<file path="src/slc_pkg.sv">
// ----------------------------------------------------------------------------
// slc_pkg
// Shared types and constants of the source line classifier and counter.
// ----------------------------------------------------------------------------
package slc_pkg;

    localparam int NUM_TYPES = 5;
    localparam int TYPE_W    = 3;
    localparam int CNT_W     = 26;
    localparam int TOT_W     = 28;

    localparam logic [CNT_W-1:0] LIMIT_RESET = CNT_W'(50000000);

    // both queues
    localparam int QDEPTH = 2;
    localparam int QAW    = $clog2(QDEPTH);

    localparam logic KIND_DATA = 1'b0;
    localparam logic KIND_EOF  = 1'b1;

    localparam logic [7:0] CHAR_LF    = 8'h0A;
    localparam logic [7:0] CHAR_CR    = 8'h0D;
    localparam logic [7:0] CHAR_SPACE = 8'h20;
    localparam logic [7:0] CHAR_TAB   = 8'h09;
    localparam logic [7:0] CHAR_SLASH = 8'h2F;
    localparam logic [7:0] CHAR_STAR  = 8'h2A;

    typedef enum logic [1:0] {
        PFX_NONE,
        PFX_SLASH,
        PFX_COMMENT,
        PFX_CODE
    } pfx_t;

    typedef enum logic [1:0] {
        CLS_BLANK   = 2'd0,
        CLS_COMMENT = 2'd1,
        CLS_CODE    = 2'd2
    } line_class_t;

    // one classified beat handed from front to back
    typedef struct packed {
        logic              line_done;
        line_class_t       line_class;
        logic              file_done;
        logic [TYPE_W-1:0] lang_sel;
    } op_t;

    typedef struct packed {
        logic              line_done;
        line_class_t       line_class;
        logic              file_done;
        logic [CNT_W-1:0]  code_count;
        logic [CNT_W-1:0]  blank_count;
        logic [CNT_W-1:0]  comment_count;
        logic [TOT_W-1:0]  all_lines_count;
        logic [CNT_W-1:0]  files_count;
    } res_t;

endpackage

</file>
<file path="src/slc_front.sv">
// ----------------------------------------------------------------------------
// slc_front
// Tracks the line prefix and classes each line as it ends.
// ----------------------------------------------------------------------------
module slc_front
    import slc_pkg::*;
(
    input  logic              clk,
    input  logic              rst_n,
    input  logic              accept,
    input  logic              kind,
    input  logic [TYPE_W-1:0] lang_sel,
    input  logic [7:0]        data_byte,
    output op_t               op
);

    pfx_t        pfx_reg, pfx_next;
    logic        pending_reg, pending_next;
    line_class_t cls;

    always_comb
    begin
        case (pfx_reg)
            PFX_NONE:    cls = CLS_BLANK;
            PFX_COMMENT: cls = CLS_COMMENT;
            default:     cls = CLS_CODE;
        endcase
    end

    always_comb
    begin
        pfx_next       = pfx_reg;
        pending_next   = pending_reg;
        op.line_done   = 1'b0;
        op.line_class  = CLS_BLANK;
        op.file_done   = 1'b0;
        op.lang_sel    = lang_sel;
        if (kind == KIND_EOF)
        begin
            op.line_done  = pending_reg;
            op.line_class = pending_reg ? cls : CLS_BLANK;
            op.file_done  = 1'b1;
            pfx_next      = PFX_NONE;
            pending_next  = 1'b0;
        end
        else if (data_byte == CHAR_LF)
        begin
            op.line_done  = 1'b1;
            op.line_class = cls;
            pfx_next      = PFX_NONE;
            pending_next  = 1'b0;
        end
        else
        begin
            pending_next = 1'b1;
            if (data_byte != CHAR_CR)
            begin
                case (pfx_reg)
                    PFX_NONE:
                    begin
                        if (data_byte == CHAR_STAR)
                            pfx_next = PFX_COMMENT;
                        else if (data_byte == CHAR_SLASH)
                            pfx_next = PFX_SLASH;
                        else if (!(data_byte inside {CHAR_SPACE, CHAR_TAB}))
                            pfx_next = PFX_CODE;
                    end
                    PFX_SLASH:
                    begin
                        pfx_next = (data_byte inside {CHAR_SLASH, CHAR_STAR})
                                   ? PFX_COMMENT : PFX_CODE;
                    end
                    default:
                    begin
                        pfx_next = pfx_reg;
                    end
                endcase
            end
        end
    end

    always_ff @(posedge clk or negedge rst_n)
    begin
        if (!rst_n)
        begin
            pfx_reg     <= PFX_NONE;
            pending_reg <= 1'b0;
        end
        else if (accept)
        begin
            pfx_reg     <= pfx_next;
            pending_reg <= pending_next;
        end
    end

endmodule

</file>
<file path="src/slc_op_queue.sv">
// ----------------------------------------------------------------------------
// slc_op_queue
// Short queue of classified beats between the front and the counter back.
// ----------------------------------------------------------------------------
module slc_op_queue
    import slc_pkg::*;
(
    input  logic clk,
    input  logic rst_n,
    input  logic wr_en,
    input  op_t  wr_op,
    output logic full,
    input  logic rd_en,
    output op_t  rd_op,
    output logic empty
);

    op_t            entry_reg [QDEPTH];
    logic [QAW-1:0] wr_ptr_reg;
    logic [QAW-1:0] rd_ptr_reg;
    logic [QAW:0]   cnt_reg, cnt_next;

    assign full  = (cnt_reg == (QAW+1)'(QDEPTH));
    assign empty = (cnt_reg == '0);
    assign rd_op = entry_reg[rd_ptr_reg];

    always_comb
    begin
        cnt_next = cnt_reg;
        if (wr_en && !rd_en)
            cnt_next = cnt_reg + 1'b1;
        else if (!wr_en && rd_en)
            cnt_next = cnt_reg - 1'b1;
    end

    always_ff @(posedge clk)
    begin
        if (wr_en)
            entry_reg[wr_ptr_reg] <= wr_op;
    end

    always_ff @(posedge clk or negedge rst_n)
    begin
        if (!rst_n)
        begin
            wr_ptr_reg <= '0;
            rd_ptr_reg <= '0;
            cnt_reg    <= '0;
        end
        else
        begin
            if (wr_en)
                wr_ptr_reg <= wr_ptr_reg + 1'b1;
            if (rd_en)
                rd_ptr_reg <= rd_ptr_reg + 1'b1;
            cnt_reg <= cnt_next;
        end
    end

endmodule

</file>
<file path="src/slc_back.sv">
// ----------------------------------------------------------------------------
// slc_back
// Per-type counter rows, the limit register and the result queue.
// ----------------------------------------------------------------------------
module slc_back
    import slc_pkg::*;
(
    input  logic             clk,
    input  logic             rst_n,
    input  logic             cfg_valid,
    input  logic [CNT_W-1:0] cfg_data,
    input  logic             op_empty,
    input  op_t              op,
    output logic             op_rd,
    input  logic             pop,
    output logic             empty,
    output res_t             res
);

    logic [CNT_W-1:0] limit_reg;
    logic [CNT_W-1:0] code_reg    [NUM_TYPES];
    logic [CNT_W-1:0] blank_reg   [NUM_TYPES];
    logic [CNT_W-1:0] comment_reg [NUM_TYPES];
    logic [TOT_W-1:0] total_reg   [NUM_TYPES];
    logic [CNT_W-1:0] files_reg   [NUM_TYPES];

    res_t             rq_reg [QDEPTH];
    logic [QAW-1:0]   rq_wr_reg;
    logic [QAW-1:0]   rq_rd_reg;
    logic [QAW:0]     rq_cnt_reg, rq_cnt_next;

    logic             type_ok;
    logic [TYPE_W-1:0] idx;
    logic [CNT_W-1:0] code_cur, blank_cur, comment_cur, files_cur, line_cur;
    logic [TOT_W-1:0] total_cur;
    logic             line_inc, file_inc;
    logic [CNT_W-1:0] code_new, blank_new, comment_new, files_new;
    logic [TOT_W-1:0] total_new;
    logic             popping;
    res_t             res_new;

    assign popping = pop && !empty;
    assign op_rd   = !op_empty && (rq_cnt_reg != (QAW+1)'(QDEPTH));
    assign empty   = (rq_cnt_reg == '0);
    assign res     = rq_reg[rq_rd_reg];

    assign type_ok = (32'(op.lang_sel) < NUM_TYPES);
    assign idx     = type_ok ? op.lang_sel : '0;

    assign code_cur    = code_reg[idx];
    assign blank_cur   = blank_reg[idx];
    assign comment_cur = comment_reg[idx];
    assign total_cur   = total_reg[idx];
    assign files_cur   = files_reg[idx];

    always_comb
    begin
        case (op.line_class)
            CLS_BLANK:   line_cur = blank_cur;
            CLS_COMMENT: line_cur = comment_cur;
            default:     line_cur = code_cur;
        endcase
    end

    assign line_inc = op.line_done && type_ok && (line_cur < limit_reg);
    assign file_inc = op.file_done && type_ok && (files_cur < limit_reg);

    always_comb
    begin
        code_new    = code_cur;
        blank_new   = blank_cur;
        comment_new = comment_cur;
        total_new   = total_cur;
        files_new   = files_cur;
        if (line_inc)
        begin
            total_new = total_cur + 1'b1;
            case (op.line_class)
                CLS_BLANK:   blank_new   = blank_cur + 1'b1;
                CLS_COMMENT: comment_new = comment_cur + 1'b1;
                default:     code_new    = code_cur + 1'b1;
            endcase
        end
        if (file_inc)
            files_new = files_cur + 1'b1;
    end

    always_comb
    begin
        res_new.line_done       = op.line_done;
        res_new.line_class      = op.line_class;
        res_new.file_done       = op.file_done;
        res_new.code_count      = type_ok ? code_new    : '0;
        res_new.blank_count     = type_ok ? blank_new   : '0;
        res_new.comment_count   = type_ok ? comment_new : '0;
        res_new.all_lines_count = type_ok ? total_new   : '0;
        res_new.files_count     = type_ok ? files_new   : '0;
    end

    always_comb
    begin
        rq_cnt_next = rq_cnt_reg;
        if (op_rd && !popping)
            rq_cnt_next = rq_cnt_reg + 1'b1;
        else if (!op_rd && popping)
            rq_cnt_next = rq_cnt_reg - 1'b1;
    end

    always_ff @(posedge clk)
    begin
        if (op_rd)
            rq_reg[rq_wr_reg] <= res_new;
    end

    always_ff @(posedge clk or negedge rst_n)
    begin
        if (!rst_n)
        begin
            limit_reg  <= LIMIT_RESET;
            rq_wr_reg  <= '0;
            rq_rd_reg  <= '0;
            rq_cnt_reg <= '0;
            for (int i = 0; i < NUM_TYPES; i++)
            begin
                code_reg[i]    <= '0;
                blank_reg[i]   <= '0;
                comment_reg[i] <= '0;
                total_reg[i]   <= '0;
                files_reg[i]   <= '0;
            end
        end
        else
        begin
            if (cfg_valid)
                limit_reg <= cfg_data;
            // write back the updated row of this beat's type
            if (op_rd && type_ok)
            begin
                code_reg[idx]    <= code_new;
                blank_reg[idx]   <= blank_new;
                comment_reg[idx] <= comment_new;
                total_reg[idx]   <= total_new;
                files_reg[idx]   <= files_new;
            end
            if (op_rd)
                rq_wr_reg <= rq_wr_reg + 1'b1;
            if (popping)
                rq_rd_reg <= rq_rd_reg + 1'b1;
            rq_cnt_reg <= rq_cnt_next;
        end
    end

endmodule

</file>
<file path="src/source_line_classifier_counter.sv">
// Path: a pushed beat is held in the op queue and its result in the result
// queue until popped. Throughput: one beat per cycle while the receiver keeps
// popping, one row updated per beat; both queues are two entries deep.
// Reset: rst_n clears the line state, all counters and both queues at once,
// and loads the count limit with 50000000.
// ----------------------------------------------------------------------------
// source_line_classifier_counter
// Classes source lines as blank, comment or code and keeps per-type counts.
// ----------------------------------------------------------------------------
module source_line_classifier_counter
    import slc_pkg::*;
(
    input  logic              clk,
    input  logic              rst_n,
    input  logic              push,
    output logic              full,
    input  logic              kind,
    input  logic [TYPE_W-1:0] lang_sel,
    input  logic [7:0]        data_byte,
    output logic              empty,
    input  logic              pop,
    output logic              line_done,
    output logic [1:0]        line_class,
    output logic              file_done,
    output logic [CNT_W-1:0]  code_count,
    output logic [CNT_W-1:0]  blank_count,
    output logic [CNT_W-1:0]  comment_count,
    output logic [TOT_W-1:0]  all_lines_count,
    output logic [CNT_W-1:0]  files_count,
    input  logic              cfg_valid,
    output logic              cfg_ready,
    input  logic [CNT_W-1:0]  cfg_data
);

    logic accept;
    op_t  front_op;
    op_t  back_op;
    logic op_empty;
    logic op_rd;
    res_t res;

    assign accept    = push && !full;
    assign cfg_ready = 1'b1;

    slc_front u_front (
        .clk       (clk),
        .rst_n     (rst_n),
        .accept    (accept),
        .kind      (kind),
        .lang_sel  (lang_sel),
        .data_byte (data_byte),
        .op        (front_op)
    );

    slc_op_queue u_op_queue (
        .clk   (clk),
        .rst_n (rst_n),
        .wr_en (accept),
        .wr_op (front_op),
        .full  (full),
        .rd_en (op_rd),
        .rd_op (back_op),
        .empty (op_empty)
    );

    slc_back u_back (
        .clk       (clk),
        .rst_n     (rst_n),
        .cfg_valid (cfg_valid),
        .cfg_data  (cfg_data),
        .op_empty  (op_empty),
        .op        (back_op),
        .op_rd     (op_rd),
        .pop       (pop),
        .empty     (empty),
        .res       (res)
    );

    assign line_done       = res.line_done;
    assign line_class      = res.line_class;
    assign file_done       = res.file_done;
    assign code_count      = res.code_count;
    assign blank_count     = res.blank_count;
    assign comment_count   = res.comment_count;
    assign all_lines_count = res.all_lines_count;
    assign files_count     = res.files_count;

endmodule

</file>
<file path="config.mk">
export PLATFORM = sky130hd
export DESIGN_NAME = source_line_classifier_counter
export DESIGN_NICKNAME = d
export VERILOG_FILES = /design/src/slc_pkg.sv /design/src/slc_front.sv /design/src/slc_op_queue.sv /design/src/slc_back.sv /design/src/source_line_classifier_counter.sv
export SDC_FILE = /design/constraint.sdc
export NUM_CORES = 2
export LEC_CHECK = 0
export ABC_AREA = 1
export BUFFER_PORTS_ARGS = -buffer_cell sky130_fd_sc_hd__buf_2
export CORE_MARGIN = 2
export CORE_UTILIZATION = 57
export DETAILED_ROUTE_END_ITERATION = 10
export PLACE_DENSITY = 0.86
export SYNTH_ARGS = -nofsm -noshare
export SYNTH_HDL_FRONTEND = slang
export SYNTH_HIERARCHICAL = 1
export SYNTH_SLANG_ARGS = --single-unit
</file>
<file path="constraint.sdc">
create_clock -name clk -period 7.65 [get_ports clk]
set_input_delay 0.3825 -clock clk [delete_from_list [all_inputs] [get_ports clk]]
set_output_delay 0.3825 -clock clk [all_outputs]
set_load 0.03 [all_outputs]
</file>
# Yosys cells after proc, flatten, opt, wreduce, memory -nomap -nowiden
# Memory sizes are Yosys's and may differ from the RTL's.
# Cells that the tools add are included.
# word_totals
reg_bits,697
ramBits,286
output_inout_bits,139
elab_cells,160
n_memories,2
# memory_table
name,depth,width,rd,rd_clocked_by_memory_dff,write_ports,line,text
u_back.rq_reg,2,136,1,0,1,slc_back.sv:27,res_t rq_reg [QDEPTH];
u_op_queue.entry_reg,2,7,1,0,1,slc_op_queue.sv:18,op_t entry_reg [QDEPTH];
# classes
addsub,13
magnitude_cmp,5
n_eq_ne,12
mux,62
bitwise,1
reduce_logical,31
# op_table
operator,count
bitwise mux 130 bit,4
2-to-1 mux 26 bit,20
binary-select mux 26 bit (select 3 bit),4
bitwise mux 140 bit,1
2-to-1 mux 28 bit,5
"adder 26 x 1 -> 26 bit, second input constant",4
binary-select mux 28 bit (select 3 bit),1
demux 28 bit (select 3 bit),1
demux 26 bit (select 3 bit),1
less-than comparator 26 bit,2
one-hot mux 26 bit (2 select lines),1
"adder 28 x 1 -> 28 bit, second input constant",1
"equality test 8 x 6 -> 1 bit, second input constant",3
2-to-1 mux 2 bit,11
"equality test 8 x 4 -> 1 bit, second input constant",2
logical AND 1 bit,13
2-to-1 mux 3 bit,3
zero test 2 bit,4
2-to-1 mux 1 bit,8
"!= test 8 x 4 -> 1 bit, second input constant",1
one-hot mux 2 bit (2 select lines),2
nonzero test 2 bit,4
zero test 1 bit,6
"!= test 6 x 5 -> 1 bit, second input constant",1
other kinds (14),21

# Longest topological paths before layout
# An unclocked memory read counts as a cell.
# logic_depth
word_depth,12
depth_mapped,31
ltp_nobuf,25

# By module
# Netlist, hierarchy kept.
# modules_own_cells
mod,n_inst,cells_per_inst,area_each_um2
slc_back,1,6098,48078.6
slc_op_queue,1,47,743.2
slc_front,1,56,330.3
source_line_classifier_counter,1,4,21.3

# Worst setup path before layout
# OpenSTA, ideal clock, no wires.
# synth_path
path_kind,register to register
from,register u_op_queue.cnt_reg[0]
to,memory u_back/rq_reg[1][0] in the netlist's numbering (enable)
setup_ns,0.635
arrival_time_ns,6.643
required_ns,7.015
path_slack_ns,0.372
path_stages_with_launch,5
path_buffers,0
period_less_slack_ns,7.278
path_cell_list,dfrtp_1 nor2_1 a21oi_1 inv_1 nor2_1
# synth_between
elab_chain_len,5
# synth_lines
element,line,text
start: declaration,slc_op_queue.sv:21,"logic [QAW:0] cnt_reg, cnt_next;"
start signal: assignment,slc_op_queue.sv:56,cnt_reg <= cnt_next;
zero test 2 bit,slc_op_queue.sv:24,assign empty = (cnt_reg == '0);
net op_empty,source_line_classifier_counter.sv:38,logic op_empty;
zero test 1 bit,slc_back.sv:43,assign op_rd = !op_empty && (rq_cnt_reg != (QAW+1)'(QDEPTH));
logical AND 1 bit,slc_back.sv:43,
net op_rd,source_line_classifier_counter.sv:39,logic op_rd;
2-to-1 mux 1 bit,slc_back.sv:111,if (op_rd)
2-to-1 mux 1 bit (implied by the code),slc_back.sv:112,rq_reg[rq_wr_reg] <= res_new;
end: declaration,slc_back.sv:27,
# The timed path passes the listed nets, and every way through them passes these cells.

==> impl_metrics.ini <==
[run_status]
status = complete, no violations

[logic_synthesis]
synthTopCellsByArea = dfrtp_1 (35%), nand2_1 (20%), edfxtp_1 (17%)
synthTopCellsByCount = nand2_1 (2621), dfrtp_1 (685), o21ai_0 (457), nor2_1 (395), inv_1 (368)
yosysSeqAreaShare = 0.5297
yosys_warnings = 6
synth.distinct_cells = 56
synthCells = 6205
netlist.area_leader.share = 0.3486
synthArstFlopShare = 0.7091
synth_top_cell_by_area = dfrtp_1
synth-edff-count = 286
synth_area_per_cell_um2 = 7.925
synth_nets = 6307
ys_ff_latch = 983
synth_most_common_cell = nand2_1
yosys_most_used_dff = dfrtp_1
synth_area_mm2 = 0.04917

[critical_path]
crit_type = reg -> reg
reg2reg_depth = 23
worst_setup_path_start_kind = flop
end_kind = flop
worstPathRequired_ps = 8040
arrival_ps = 7210
worstPathMaxFanout = 91

[finish]
drive_gt1_frac = 0.09902
largest_reg_flops = 272
syn_to_final_growth_pct = 10.58
final_cells = 7488
finish.net_count = 6356

[power_and_ir_drop]
clockPowerShare = 0.176
swShare = 0.4923
p_per_area_mw_per_mm2 = 517.1
cell_internal_pwr_w = 0.01428
power.share.sequential = 0.312
pwr-share-comb = 0.512
peakVddDrop_v = 0.0005303
p_leak_nw = 26.24
p_switching_w = 0.01384

[routing]
drt-initial-drc-count = 5675
finalWirelength_mm = 147.0
wire_per_inst_um = 19.63
met3_length_mm = 18.38
wl_met1_mm = 55.88
routed.top_layer = met5
drcViolationCount = 0
route.vias.total = 43770
wl_met2_mm = 65.81
ant_nets = 0
viasPerCell = 5.845
dr.pass1.iters = 9

[worst_hold_path]
holdPathStages = 3
hold_path.class = in -> reg

[global_routing]
grt_pass1_wl_mm = 232.5
gr-total-overflow = 0
antenna_found_initial = 6
grt_pass1_vias = 42960
grt_max_degree = 182
grtUsageTotal = 0.3294

[cts]
cts_tree = done
clk_latency_ps = 680
ctsHtreeMaxLevel = 3
cts-root-buf = clkbuf_16
clock_path_buffers = 3
clock_sinks = 983
path_clk_slew_ps = 70
cts_made_buffers = 100
cts_post_setup_buffers_inserted = 0

[die]
fp.dieH_um = 297.7
core-area_mm2 = 0.08528
die-area_mm2 = 0.08863
initial_core_util = 0.5766
pin_count = 182
rows = 107
die-width_um = 297.7

[sta]
slew_headroom = 0.2251
finalMaxSlewViolations = 0
max_freq_mhz = 146.6
timing.final.ws_setup_ps = 829.9
tightestPinTransition_ps = 1162
setup_viol = 0
period_minus_slack_ps = 6820
fin_tns_setup_ps = 0
post-route-period-util = 0.8915
hold_violations = 0
rsz0062_at_grt = no
fin_skew_ps = 38.38

[place]
dp.cells = 7265
place.gp.congestion = 1.001
port_buffers = 180
dp_slack_ps = 1352
dpl.hpwl_mm = 90.59

[run]
drv_cap = 0
## per-stage QoR
step,instance area [µm²],utilization,hold slack [ps],total power (W)
after global placement,50730,0.5949,452.0,0.02223
after detailed placement,50730,0.5949,452.2,0.02269
after CTS,54370,0.6376,47.26,0.02777
after global routing,54370,0.6376,108.9,0.02981
final,54380,0.6376,89.39,0.02812
after floorplan,49170,-,86.91,0.01824
## repair_timing
action	4_1_cts	5_1_grt
hold endpoints to repair	123	0
hold buffers	31	0
gates resized for setup	0	0
## routing by layer
layer,vias to the layer above,track usage
met1,20640,0.4314
met4,6,0.1533
met5,-,0
li1,19970,-
met2,2633,0.5109
met3,521,0.09094
## path summary, 6_finish.rpt
kind                                                     from                                 end  slack, ps
setup / recovery            u_op_queue/rd_ptr_reg$_DFFE_PN0P_      u_back/rq_reg[0][81]$_DFFE_PP_        830
hold / removal                                            pop        u_back/rq_rd_reg$_DFFE_PN0P_         90
setup reg to reg            u_op_queue/rd_ptr_reg$_DFFE_PN0P_      u_back/rq_reg[0][81]$_DFFE_PP_        830
hold reg to reg            u_back/comment_reg[30]$_DFFE_PN0P_  u_back/comment_reg[30]$_DFFE_PN0P_        470
max in group asynchronous                               rst_n   u_back/total_reg[122]$_DFFE_PN0P_       5360
min in group asynchronous                               rst_n   u_back/files_reg[109]$_DFFE_PN0P_        300
## cells in the final DEF (no fill, tap or decap), drive strengths merged, types with 31 or more instances in the layout
master / count
nand4: 55
o21ai: 614
inv: 387
or2: 84
dlygate4sd3: 31
ha: 59
edfxtp: 286
clkbuf: 147
dfrtp: 685
nand3: 337
a21oi: 103
nand2: 2631
buf: 252
nor2: 426
a31oi: 41
## power groups by stage
stage | Combinational [W] | Clock [W] | Sequential (W)
after CTS | 0.0140 | 0.00500 | 0.00876
after global routing | 0.0156 | 0.00521 | 0.00897
after global placement | 0.0135 | 0 | 0.00873
after detailed placement | 0.0139 | 0 | 0.00882
final | 0.0144 | 0.00495 | 0.00878
after floorplan | 0.00953 | 0 | 0.00871
## worst max-delay path, stage by stage (launching register included)
cell and delay [ps]:
dfrtp_1 620, mux2_4 610, inv_1 150, nor2_4 720, buf_4 310, o21ai_0 110, a21oi_1 260, inv_1 130
nand2_1 130, o21ai_0 300, a21oi_1 240, ha_1 260, nand2_1 110, nor2_1 80, a211oi_1 480, a21oi_1 130
nor2_1 160, buf_4 240, a21boi_4 240, buf_12 390, nand2_1 100, o21ai_0 90, inv_1 130, nor2_1 500
## cell type report
cell class / count / area (µm²)
inverter: 383 / 1458
multi-input combinational: 4503 / 20230
clock inverter: 43 / 412.9
sequential: 983 / 26050
clock buffer: 147 / 2915
tap: 1144 / 1431
fill: 6870 / 30900
timing repair buffer: 283 / 1874
antenna: 2 / 5.005
## kinds of logic (layout without fill, tap and decap cells)
kind of cell | after synthesis | after routing | synth area share
other cells | 1 | 3 | 0.00007626
mux | 10 | 10 | 0.002748
simple gates | 3593 | 3593 | 0.2979
flops | 983 | 983 | 0.5297
compound gates | 809 | 809 | 0.08801
xor+xnor | 31 | 31 | 0.005521
fa+ha+maj | 59 | 59 | 0.01501
buf+inv | 719 | 856 | 0.06112
(Power assumes the default switching activity.)
